==> config.mk <==
export PLATFORM = sky130hd
export DESIGN_NAME = led_matrix_row_shifter_top
export DESIGN_NICKNAME = d
export VERILOG_FILES = /design/src/lmrs_pkg.sv /design/src/led_matrix_row_shifter_top.sv /design/src/lmrs_frame_store.sv /design/src/lmrs_pin_sequencer.sv
export SDC_FILE = /design/constraint.sdc
export NUM_CORES = 1
export LEC_CHECK = 0
export ABC_AREA = 1
export CORE_ASPECT_RATIO = 1.75
export CORE_UTILIZATION = 50
export CTS_CLUSTER_SIZE = 8
export DETAILED_ROUTE_END_ITERATION = 16
export DONT_BUFFER_PORTS = 1
export PLACE_DENSITY = 0.71
export SETUP_SLACK_MARGIN = 0.4
export SLEW_MARGIN = 20
export SYNTH_ARGS = -nofsm -noshare
export SYNTH_HDL_FRONTEND = slang
export SYNTH_SLANG_ARGS = --single-unit
==> constraint.sdc <==
create_clock -name clock -period 3.65 [get_ports clock]
set_input_delay 0.5475 -clock clock [delete_from_list [all_inputs] [get_ports clock]]
set_output_delay 0.5475 -clock clock [all_outputs]
set_load 0.01 [all_outputs]
==> src/lmrs_pkg.sv <==
// Shared types and constants for the LED matrix row shifter.
// Depends on nothing; imported by the top level, frame store and pin sequencer.
`timescale 1ns / 1ps

package lmrs_pkg;

   localparam int DEFAULT_ROW_WIDTH = 32;
   localparam int DEFAULT_ROW_COUNT = 16;

   localparam int COL_X_WIDTH       = 5;
   localparam int ROW_Y_WIDTH       = 4;
   localparam int TICK_PERIOD_WIDTH = 16;

   localparam logic [TICK_PERIOD_WIDTH-1:0] TICK_PERIOD_RESET = 16'd10;

   localparam logic FUNC_TICK  = 1'b0;
   localparam logic FUNC_PIXEL = 1'b1;

   typedef struct packed {
      logic clk;
      logic latch;
      logic oe;
      logic data;
   } pins_type;

endpackage

==> src/led_matrix_row_shifter_top.sv <==
// LED matrix row shifter: each accepted beat passes an input register, then a result register;
// throughput one beat per cycle while rsp_stall does not hold a result beat.
// While a result beat stalls, the input register takes one more beat, then stalls input.
// Synchronous active-high reset clears the frame store, sequencer and valid flags, but not
// the result register's pins, and sets tick_period to 10. Depends on lmrs_pkg,
// lmrs_frame_store and lmrs_pin_sequencer.
`timescale 1ns / 1ps

module led_matrix_row_shifter_top #(
   parameter int ROW_WIDTH = lmrs_pkg::DEFAULT_ROW_WIDTH,
   parameter int ROW_COUNT = lmrs_pkg::DEFAULT_ROW_COUNT
) (
   input  logic                                  clock,
   input  logic                                  reset,
   input  logic                                  req_valid,
   output logic                                  req_stall,
   input  logic                                  req_func,
   input  logic [lmrs_pkg::COL_X_WIDTH-1:0]       req_col_x,
   input  logic [lmrs_pkg::ROW_Y_WIDTH-1:0]       req_row_y,
   input  logic                                  req_pixel_on,
   output logic                                  rsp_valid,
   input  logic                                  rsp_stall,
   output logic                                  rsp_clk_pin,
   output logic                                  rsp_latch_pin,
   output logic                                  rsp_oe_pin,
   output logic                                  rsp_data_pin,
   input  logic                                  csr_write_enable,
   input  logic [lmrs_pkg::TICK_PERIOD_WIDTH-1:0] csr_write_data
);
   import lmrs_pkg::*;

   logic                         in_valid_ff, in_valid_in;
   logic                         in_func_ff;
   logic [COL_X_WIDTH-1:0]       in_col_ff;
   logic [ROW_Y_WIDTH-1:0]       in_row_ff;
   logic                         in_on_ff;
   logic                         out_valid_ff, out_valid_in;
   pins_type                     out_pins_ff;
   pins_type                     pins_next;
   logic [TICK_PERIOD_WIDTH-1:0] tick_period_ff;
   logic [ROW_WIDTH-1:0]         row0;
   logic                         advance;
   logic                         accept;

   assign advance   = in_valid_ff && (!out_valid_ff || !rsp_stall);
   assign req_stall = in_valid_ff && !advance;
   assign accept    = req_valid && !req_stall;

   always_comb begin
      in_valid_in = in_valid_ff;
      if (accept) begin
         in_valid_in = 1'b1;
      end else if (advance) begin
         in_valid_in = 1'b0;
      end
      out_valid_in = out_valid_ff && rsp_stall;
      if (advance) begin
         out_valid_in = 1'b1;
      end
   end

   always_ff @(posedge clock) begin
      if (reset) begin
         in_valid_ff    <= 1'b0;
         out_valid_ff   <= 1'b0;
         tick_period_ff <= TICK_PERIOD_RESET;
      end else begin
         in_valid_ff  <= in_valid_in;
         out_valid_ff <= out_valid_in;
         if (csr_write_enable) begin
            tick_period_ff <= csr_write_data;
         end
      end
   end

   always_ff @(posedge clock) begin
      if (accept) begin
         in_func_ff <= req_func;
         in_col_ff  <= req_col_x;
         in_row_ff  <= req_row_y;
         in_on_ff   <= req_pixel_on;
      end
      if (advance) begin
         out_pins_ff <= pins_next;
      end
   end

   lmrs_frame_store #(
      .ROW_WIDTH (ROW_WIDTH),
      .ROW_COUNT (ROW_COUNT)
   ) u_frame_store (
      .clock    (clock),
      .reset    (reset),
      .wr_en    (advance && (in_func_ff == FUNC_PIXEL)),
      .col_x    (in_col_ff),
      .row_y    (in_row_ff),
      .pixel_on (in_on_ff),
      .row0     (row0)
   );

   lmrs_pin_sequencer #(
      .ROW_WIDTH (ROW_WIDTH)
   ) u_pin_sequencer (
      .clock       (clock),
      .reset       (reset),
      .tick_en     (advance && (in_func_ff == FUNC_TICK)),
      .tick_period (tick_period_ff),
      .row0        (row0),
      .pins_next   (pins_next)
   );

   assign rsp_valid     = out_valid_ff;
   assign rsp_clk_pin   = out_pins_ff.clk;
   assign rsp_latch_pin = out_pins_ff.latch;
   assign rsp_oe_pin    = out_pins_ff.oe;
   assign rsp_data_pin  = out_pins_ff.data;

endmodule

==> src/lmrs_frame_store.sv <==
// One-bit-per-pixel frame store; column 0 sits in the most significant bit.
// Depends on lmrs_pkg. Row 0 is presented to the pin sequencer.
`timescale 1ns / 1ps

module lmrs_frame_store #(
   parameter int ROW_WIDTH = lmrs_pkg::DEFAULT_ROW_WIDTH,
   parameter int ROW_COUNT = lmrs_pkg::DEFAULT_ROW_COUNT
) (
   input  logic                            clock,
   input  logic                            reset,
   input  logic                            wr_en,
   input  logic [lmrs_pkg::COL_X_WIDTH-1:0] col_x,
   input  logic [lmrs_pkg::ROW_Y_WIDTH-1:0] row_y,
   input  logic                            pixel_on,
   output logic [ROW_WIDTH-1:0]            row0
);
   import lmrs_pkg::*;

   localparam int COL_IDX_W = $clog2(ROW_WIDTH);
   localparam int ROW_IDX_W = (ROW_COUNT > 1) ? $clog2(ROW_COUNT) : 1;
   localparam int COL_NEED_W = $clog2(ROW_WIDTH + 1);
   localparam int ROW_NEED_W = $clog2(ROW_COUNT + 1);
   localparam int COL_CMP_W = (COL_NEED_W > COL_X_WIDTH) ? COL_NEED_W : COL_X_WIDTH;
   localparam int ROW_CMP_W = (ROW_NEED_W > ROW_Y_WIDTH) ? ROW_NEED_W : ROW_Y_WIDTH;

   logic [ROW_WIDTH-1:0] frame_ff [ROW_COUNT];
   logic [ROW_WIDTH-1:0] frame_in [ROW_COUNT];

   logic [COL_CMP_W-1:0] col_wide;
   logic [ROW_CMP_W-1:0] row_wide;
   logic                 hit;
   logic [COL_IDX_W-1:0] bit_pos;
   logic [ROW_IDX_W-1:0] row_idx;

   assign col_wide = COL_CMP_W'(col_x);
   assign row_wide = ROW_CMP_W'(row_y);
   assign hit      = wr_en && (col_wide < COL_CMP_W'(ROW_WIDTH))
                     && (row_wide < ROW_CMP_W'(ROW_COUNT));
   assign bit_pos  = COL_IDX_W'(ROW_WIDTH - 1) - col_wide[COL_IDX_W-1:0];
   assign row_idx  = row_wide[ROW_IDX_W-1:0];

   always_comb begin
      frame_in = frame_ff;
      if (hit) begin
         frame_in[row_idx][bit_pos] = pixel_on;
      end
   end

   always_ff @(posedge clock) begin
      if (reset) begin
         for (int r = 0; r < ROW_COUNT; r++) begin
            frame_ff[r] <= '0;
         end
      end else begin
         frame_ff <= frame_in;
      end
   end

   assign row0 = frame_ff[0];

endmodule

==> src/lmrs_pin_sequencer.sv <==
// Tick divider and pin sequencer: shift, latch and output-enable phases.
// Depends on lmrs_pkg; reads row 0 from lmrs_frame_store.
`timescale 1ns / 1ps

module lmrs_pin_sequencer #(
   parameter int ROW_WIDTH = lmrs_pkg::DEFAULT_ROW_WIDTH
) (
   input  logic                                  clock,
   input  logic                                  reset,
   input  logic                                  tick_en,
   input  logic [lmrs_pkg::TICK_PERIOD_WIDTH-1:0] tick_period,
   input  logic [ROW_WIDTH-1:0]                  row0,
   output lmrs_pkg::pins_type                    pins_next
);
   import lmrs_pkg::*;

   localparam int COL_W     = $clog2(ROW_WIDTH + 1);
   localparam int COL_IDX_W = $clog2(ROW_WIDTH);

   logic [TICK_PERIOD_WIDTH-1:0] count_ff, count_in, count_inc;
   logic                         phase_ff, phase_in;
   logic                         shown_ff, shown_in;
   logic                         latch_due_ff, latch_due_in;
   logic                         latch_rel_ff, latch_rel_in;
   logic                         enable_due_ff, enable_due_in;
   logic                         enable_rel_ff, enable_rel_in;
   logic [COL_W-1:0]             column_ff, column_in;
   pins_type                     pins_ff, pins_in;
   logic [COL_IDX_W-1:0]         bit_pos;

   assign count_inc = count_ff + 1'b1;
   assign bit_pos   = COL_IDX_W'(ROW_WIDTH - 1) - column_ff[COL_IDX_W-1:0];

   always_comb begin
      count_in      = count_ff;
      phase_in      = phase_ff;
      shown_in      = shown_ff;
      latch_due_in  = latch_due_ff;
      latch_rel_in  = latch_rel_ff;
      enable_due_in = enable_due_ff;
      enable_rel_in = enable_rel_ff;
      column_in     = column_ff;
      pins_in       = pins_ff;
      if (tick_en) begin
         if (count_inc >= tick_period) begin
            phase_in = !phase_ff;
            count_in = '0;
         end else begin
            count_in = count_inc;
         end
         if (phase_in) begin
            if (latch_due_ff) begin
               pins_in.latch = 1'b1;
               latch_rel_in  = 1'b1;
            end else if (enable_due_ff) begin
               pins_in.oe    = 1'b1;
               enable_rel_in = 1'b1;
            end else begin
               pins_in.clk = 1'b1;
               shown_in    = 1'b0;
            end
         end else begin
            pins_in.clk = 1'b0;
            if (latch_rel_ff) begin
               latch_due_in  = 1'b0;
               pins_in.latch = 1'b0;
               enable_due_in = 1'b1;
               latch_rel_in  = 1'b0;
            end
            if (enable_rel_ff) begin
               enable_due_in = 1'b0;
               pins_in.oe    = 1'b0;
               enable_rel_in = 1'b0;
               shown_in      = 1'b0;
            end
            if (!shown_in) begin
               if (column_ff < COL_W'(ROW_WIDTH)) begin
                  pins_in.data = row0[bit_pos];
               end
               column_in = column_ff + 1'b1;
               shown_in  = 1'b1;
            end
         end
         // end of row: park data low and arm the latch
         if (column_in >= COL_W'(ROW_WIDTH)) begin
            column_in    = '0;
            pins_in.data = 1'b0;
            latch_due_in = 1'b1;
         end
      end
   end

   always_ff @(posedge clock) begin
      if (reset) begin
         count_ff      <= '0;
         phase_ff      <= 1'b0;
         shown_ff      <= 1'b0;
         latch_due_ff  <= 1'b0;
         latch_rel_ff  <= 1'b0;
         enable_due_ff <= 1'b0;
         enable_rel_ff <= 1'b0;
         column_ff     <= '0;
         pins_ff       <= '0;
      end else begin
         count_ff      <= count_in;
         phase_ff      <= phase_in;
         shown_ff      <= shown_in;
         latch_due_ff  <= latch_due_in;
         latch_rel_ff  <= latch_rel_in;
         enable_due_ff <= enable_due_in;
         enable_rel_ff <= enable_rel_in;
         column_ff     <= column_in;
         pins_ff       <= pins_in;
      end
   end

   assign pins_next = pins_in;

endmodule

==> results.py <==
metrics = {
    "pwr": {
        "p_leak_nw": 2.22,
        "powerDensity_nw_per_um2": 422,
        "peakVddDrop_v": 0.000317,
    },
    "floorplan": {
        "initial_core_util_pct": 51.1,
        "fp-row-count": 48,
        "dieWidth_um": 77.8,
        "fp.coreArea_um2": 9850,
        "dieArea_um2": 10500,
        "dieHeight_um": 135,
        "io-pin-count": 38,
    },
    "clock_network": {
        "htree_num_levels": 3,
        "clk_pin_slew_ns": 0.06,
        "cts_max_path_buffers": 2,
        "cts_tree": "yes",
        "cts_root_buf": "clkbuf_16",
        "insertion_delay_ns": 0.35,
        "cts.sinks": 97,
        "numCtsBuffers": 9,
    },
    "synthesis": {
        "synthDistinctLibCells": 39,
        "synth_nets": 710,
        "seq_area_frac_synth_pct": 41.6,
        "synthTopCellsByArea": "dfxtp_1 33%, nand2_1 12%, edfxtp_1 8.9%, a21oi_1 7.7%, inv_1 4.8%",
        "synthAdderAreaFrac_pct": 4.47,
        "synth_ff_type": "dfxtp_1",
        "yosys_warnings": 0,
        "synth_top_cell_by_area": "dfxtp_1",
        "synth.area.mux_share_pct": 0,
        "ys_ff_latch": 97,
        "synth_xor_area_share_pct": 3.08,
        "synth_top_family_by_area": "simple AND/OR/NAND/NOR gates",
        "post-synth-top-count-cell": "nand2_1",
        "synth.avg_cell_area_um2": 7.63,
        "synth-compound-area-share_pct": 14.5,
        "syn_inst": 660,
        "synth-simple-area-share_pct": 28.6,
        "synth_top_area_share_pct": 32.6,
        "async_reset_ff_share_pct": 0,
        "synth_edf_count": 15,
        "synthTopCellsByCount": "162 x nand2_1, 82 x dfxtp_1, 77 x a21oi_1, 65 x inv_1, 55 x nor2_1",
        "syn_area_um2": 5030,
    },
    "timing": {
        "rsz0062_at_grt": "yes",
        "tns_ns": 0,
        "finalCritPeriodShare_pct": 85.0,
        "tightest_slew_ns": 1.04,
        "slew-limit-headroom_pct": 30.8,
        "hold_viol": 0,
        "drv_slew": 0,
        "setup_viol": 0,
        "fmax_ghz": 0.322,
        "period_minus_slack_ns": 3.10,
        "fin_skew_ns": 0.00618,
    },
    "grt": {
        "gr-total-overflow": 0,
        "grt_max_degree": 33,
        "grt_pass1_wl_um": 17800,
        "gr-max-usage-layer": "met2",
        "grt_pass1_vias": 4037,
        "grt.met3_usage_pct": 3.04,
        "grtUsageMet1_pct": 22.2,
        "grt_use_met2_pct": 41.6,
        "track_usage_pct": 21.8,
        "antenna_found_initial": 0,
    },
    "run_status": {
        "status": "finished clean",
    },
    "worst_hold_path": {
        "min_path_cells": 1,
        "hp-start": "reset",
        "min_path_type": "in2reg",
        "whs_endpoint": "in_valid_ff",
    },
    "placed_design": {
        "dp.cells": 763,
        "post-dp-hpwl_um": 7390,
        "port_buffers": 0,
        "place_congestion": 0.886,
    },
    "routing": {
        "drt_iter0_drc": 164,
        "routed_wl_um": 11000,
        "vias": 4172,
        "drt_pre_antenna_iters": 4,
        "via_per_inst": 5.29,
        "wl_per_cell_um": 13.9,
        "drcViolationCount": 0,
        "antenna_left": 0,
    },
    "worst_setup_path": {
        "critPathArrivalTime_ns": 3.19,
        "reg2reg_depth": 19,
        "cp_data_required_time_ns": 3.74,
        "path_max_fanout": 7,
        "setup.worst_path.class": "reg2reg",
        "r2r_end": "rsp_data_pin",
        "end_kind": "flop",
        "r2r_slack_ns": 0.55,
        "start_kind": "flop",
        "r2r_start": "u_pin_sequencer.count_ff[0]",
    },
    "finish": {
        "final_cells": 789,
        "n_antenna_cell": 0,
        "syn2layout_area_growth_pct": 10.6,
        "final_layout_size_suffix_gt1_share_pct": 13.3,
        "nets": 709,
    },
    "run": {
        "drv_cap": 0,
    },
}
layout by cell type (no fill, tap or decap), types with 2 or more instances in the layout:
master	instances
o21ai_0	45
nand2_2	5
dfxtp_2	2
nand2_4	3
nand3_2	5
clkinv_4	2
o21ai_1	9
dfxtp_4	2
xnor2_1	2
dfxtp_1	78
a21oi_2	6
xor2_2	3
nor3_1	3
xor2_1	10
a21oi_1	76
nor3_4	6
nor2_1	54
nand2_1	159
nor2_4	3
bufinv_16	2
clkbuf_16	9
buf_4	14
nand3_1	35
ha_1	17
nor2_2	4
nor4_4	5
edfxtp_1	15
inv_2	5
nand4_1	5
inv_1	64
per-stage QoR:
stage	area [µm²]	hold slack, ns	setup slack, ns	power [mW]	utilization (%)
detailed placement	5080	0.450	0.415	1.34	51.6
global placement	5080	0.438	0.561	1.33	51.6
CTS	5450	0.249	0.425	2.36	55.3
floorplan	5030	0.426	0.798	1.31	-
finish	5570	0.269	0.547	2.35	56.5
global route	5570	0.248	0.379	2.44	56.5
routing by layer:
layer,wire [µm],vias to the layer above
met1,4340,1919
met4,329,0
met3,333,20
met5,0,-
li1,-,2150
met2,5950,83
worst max-delay path, cell delays in order (launching register included):
cell and delay, ns:
dfxtp_4 0.38, ha_4 0.15, nand2_1 0.06, nor2_2 0.10, nand4_1 0.11, or2_4 0.30, nor2_8 0.12, nand2_2 0.08
xor2_2 0.17, ha_1 0.30, nand4_1 0.13, nor2_1 0.13, nand2_1 0.11, nand2_2 0.11, nand2_2 0.07, nand2_4 0.11
buf_4 0.12, nand3_1 0.08, nand4_1 0.13, nand2_1 0.10
how the worst max path moves through the flow:
stage	cells after the start	startpoint	endpoint
2_1_floorplan	19	u_pin_sequencer.count_ff[0]	rsp_latch_pin
3_3_place_gp	19	u_pin_sequencer.count_ff[0]	rsp_latch_pin
3_5_place_dp	19	u_pin_sequencer.count_ff[0]	rsp_latch_pin
4_1_cts	20	u_pin_sequencer.count_ff[1]	rsp_latch_pin
5_1_grt	19	u_pin_sequencer.count_ff[1]	u_pin_sequencer.column_ff[2]
6_report	19	u_pin_sequencer.count_ff[0]	rsp_data_pin
cell families after synthesis:
family,count (synthesis)
flops,97
xor+xnor,16
buf+inv,95
compound gates,140
fa+ha+maj,18
simple gates,294
timing repair:
action	CTS	global route
setup endpoints to repair	1	18
gates resized for setup	3	22
setup buffers	4	6
pin swaps	3	7
hold buffers	0	0
flip-flops by register name (all words and copies together), names as in the netlist, 4 cells and up:
signal                     count
u_pin_sequencer.pins_ff        4
u_frame_store.row0            32
in_col_ff                      5
u_pin_sequencer.column_ff      6
in_row_ff                      4
u_pin_sequencer.count_ff      16
tick_period_ff                16
layout make-up:
| type | instances | area (µm²) |
|---|---|---|
| Clock inverter | 6 | 91.3 |
| Fill cell | 911 | 4280 |
| Timing Repair Buffer | 14 | 105 |
| Inverter | 69 | 259 |
| Multi-Input combinational cell | 468 | 2630 |
| Tap cell | 125 | 156 |
| Sequential cell | 97 | 2100 |
| Clock buffer | 10 | 229 |
power breakdown:
part           internal, mW  total, mW  switching [mW]  leakage, nW
Sequential             1.12       1.14          0.0273        0.815
Clock                 0.604       1.01           0.409        0.157
Combinational        0.0632      0.193           0.130         1.25
(Power assumes the default switching activity.)
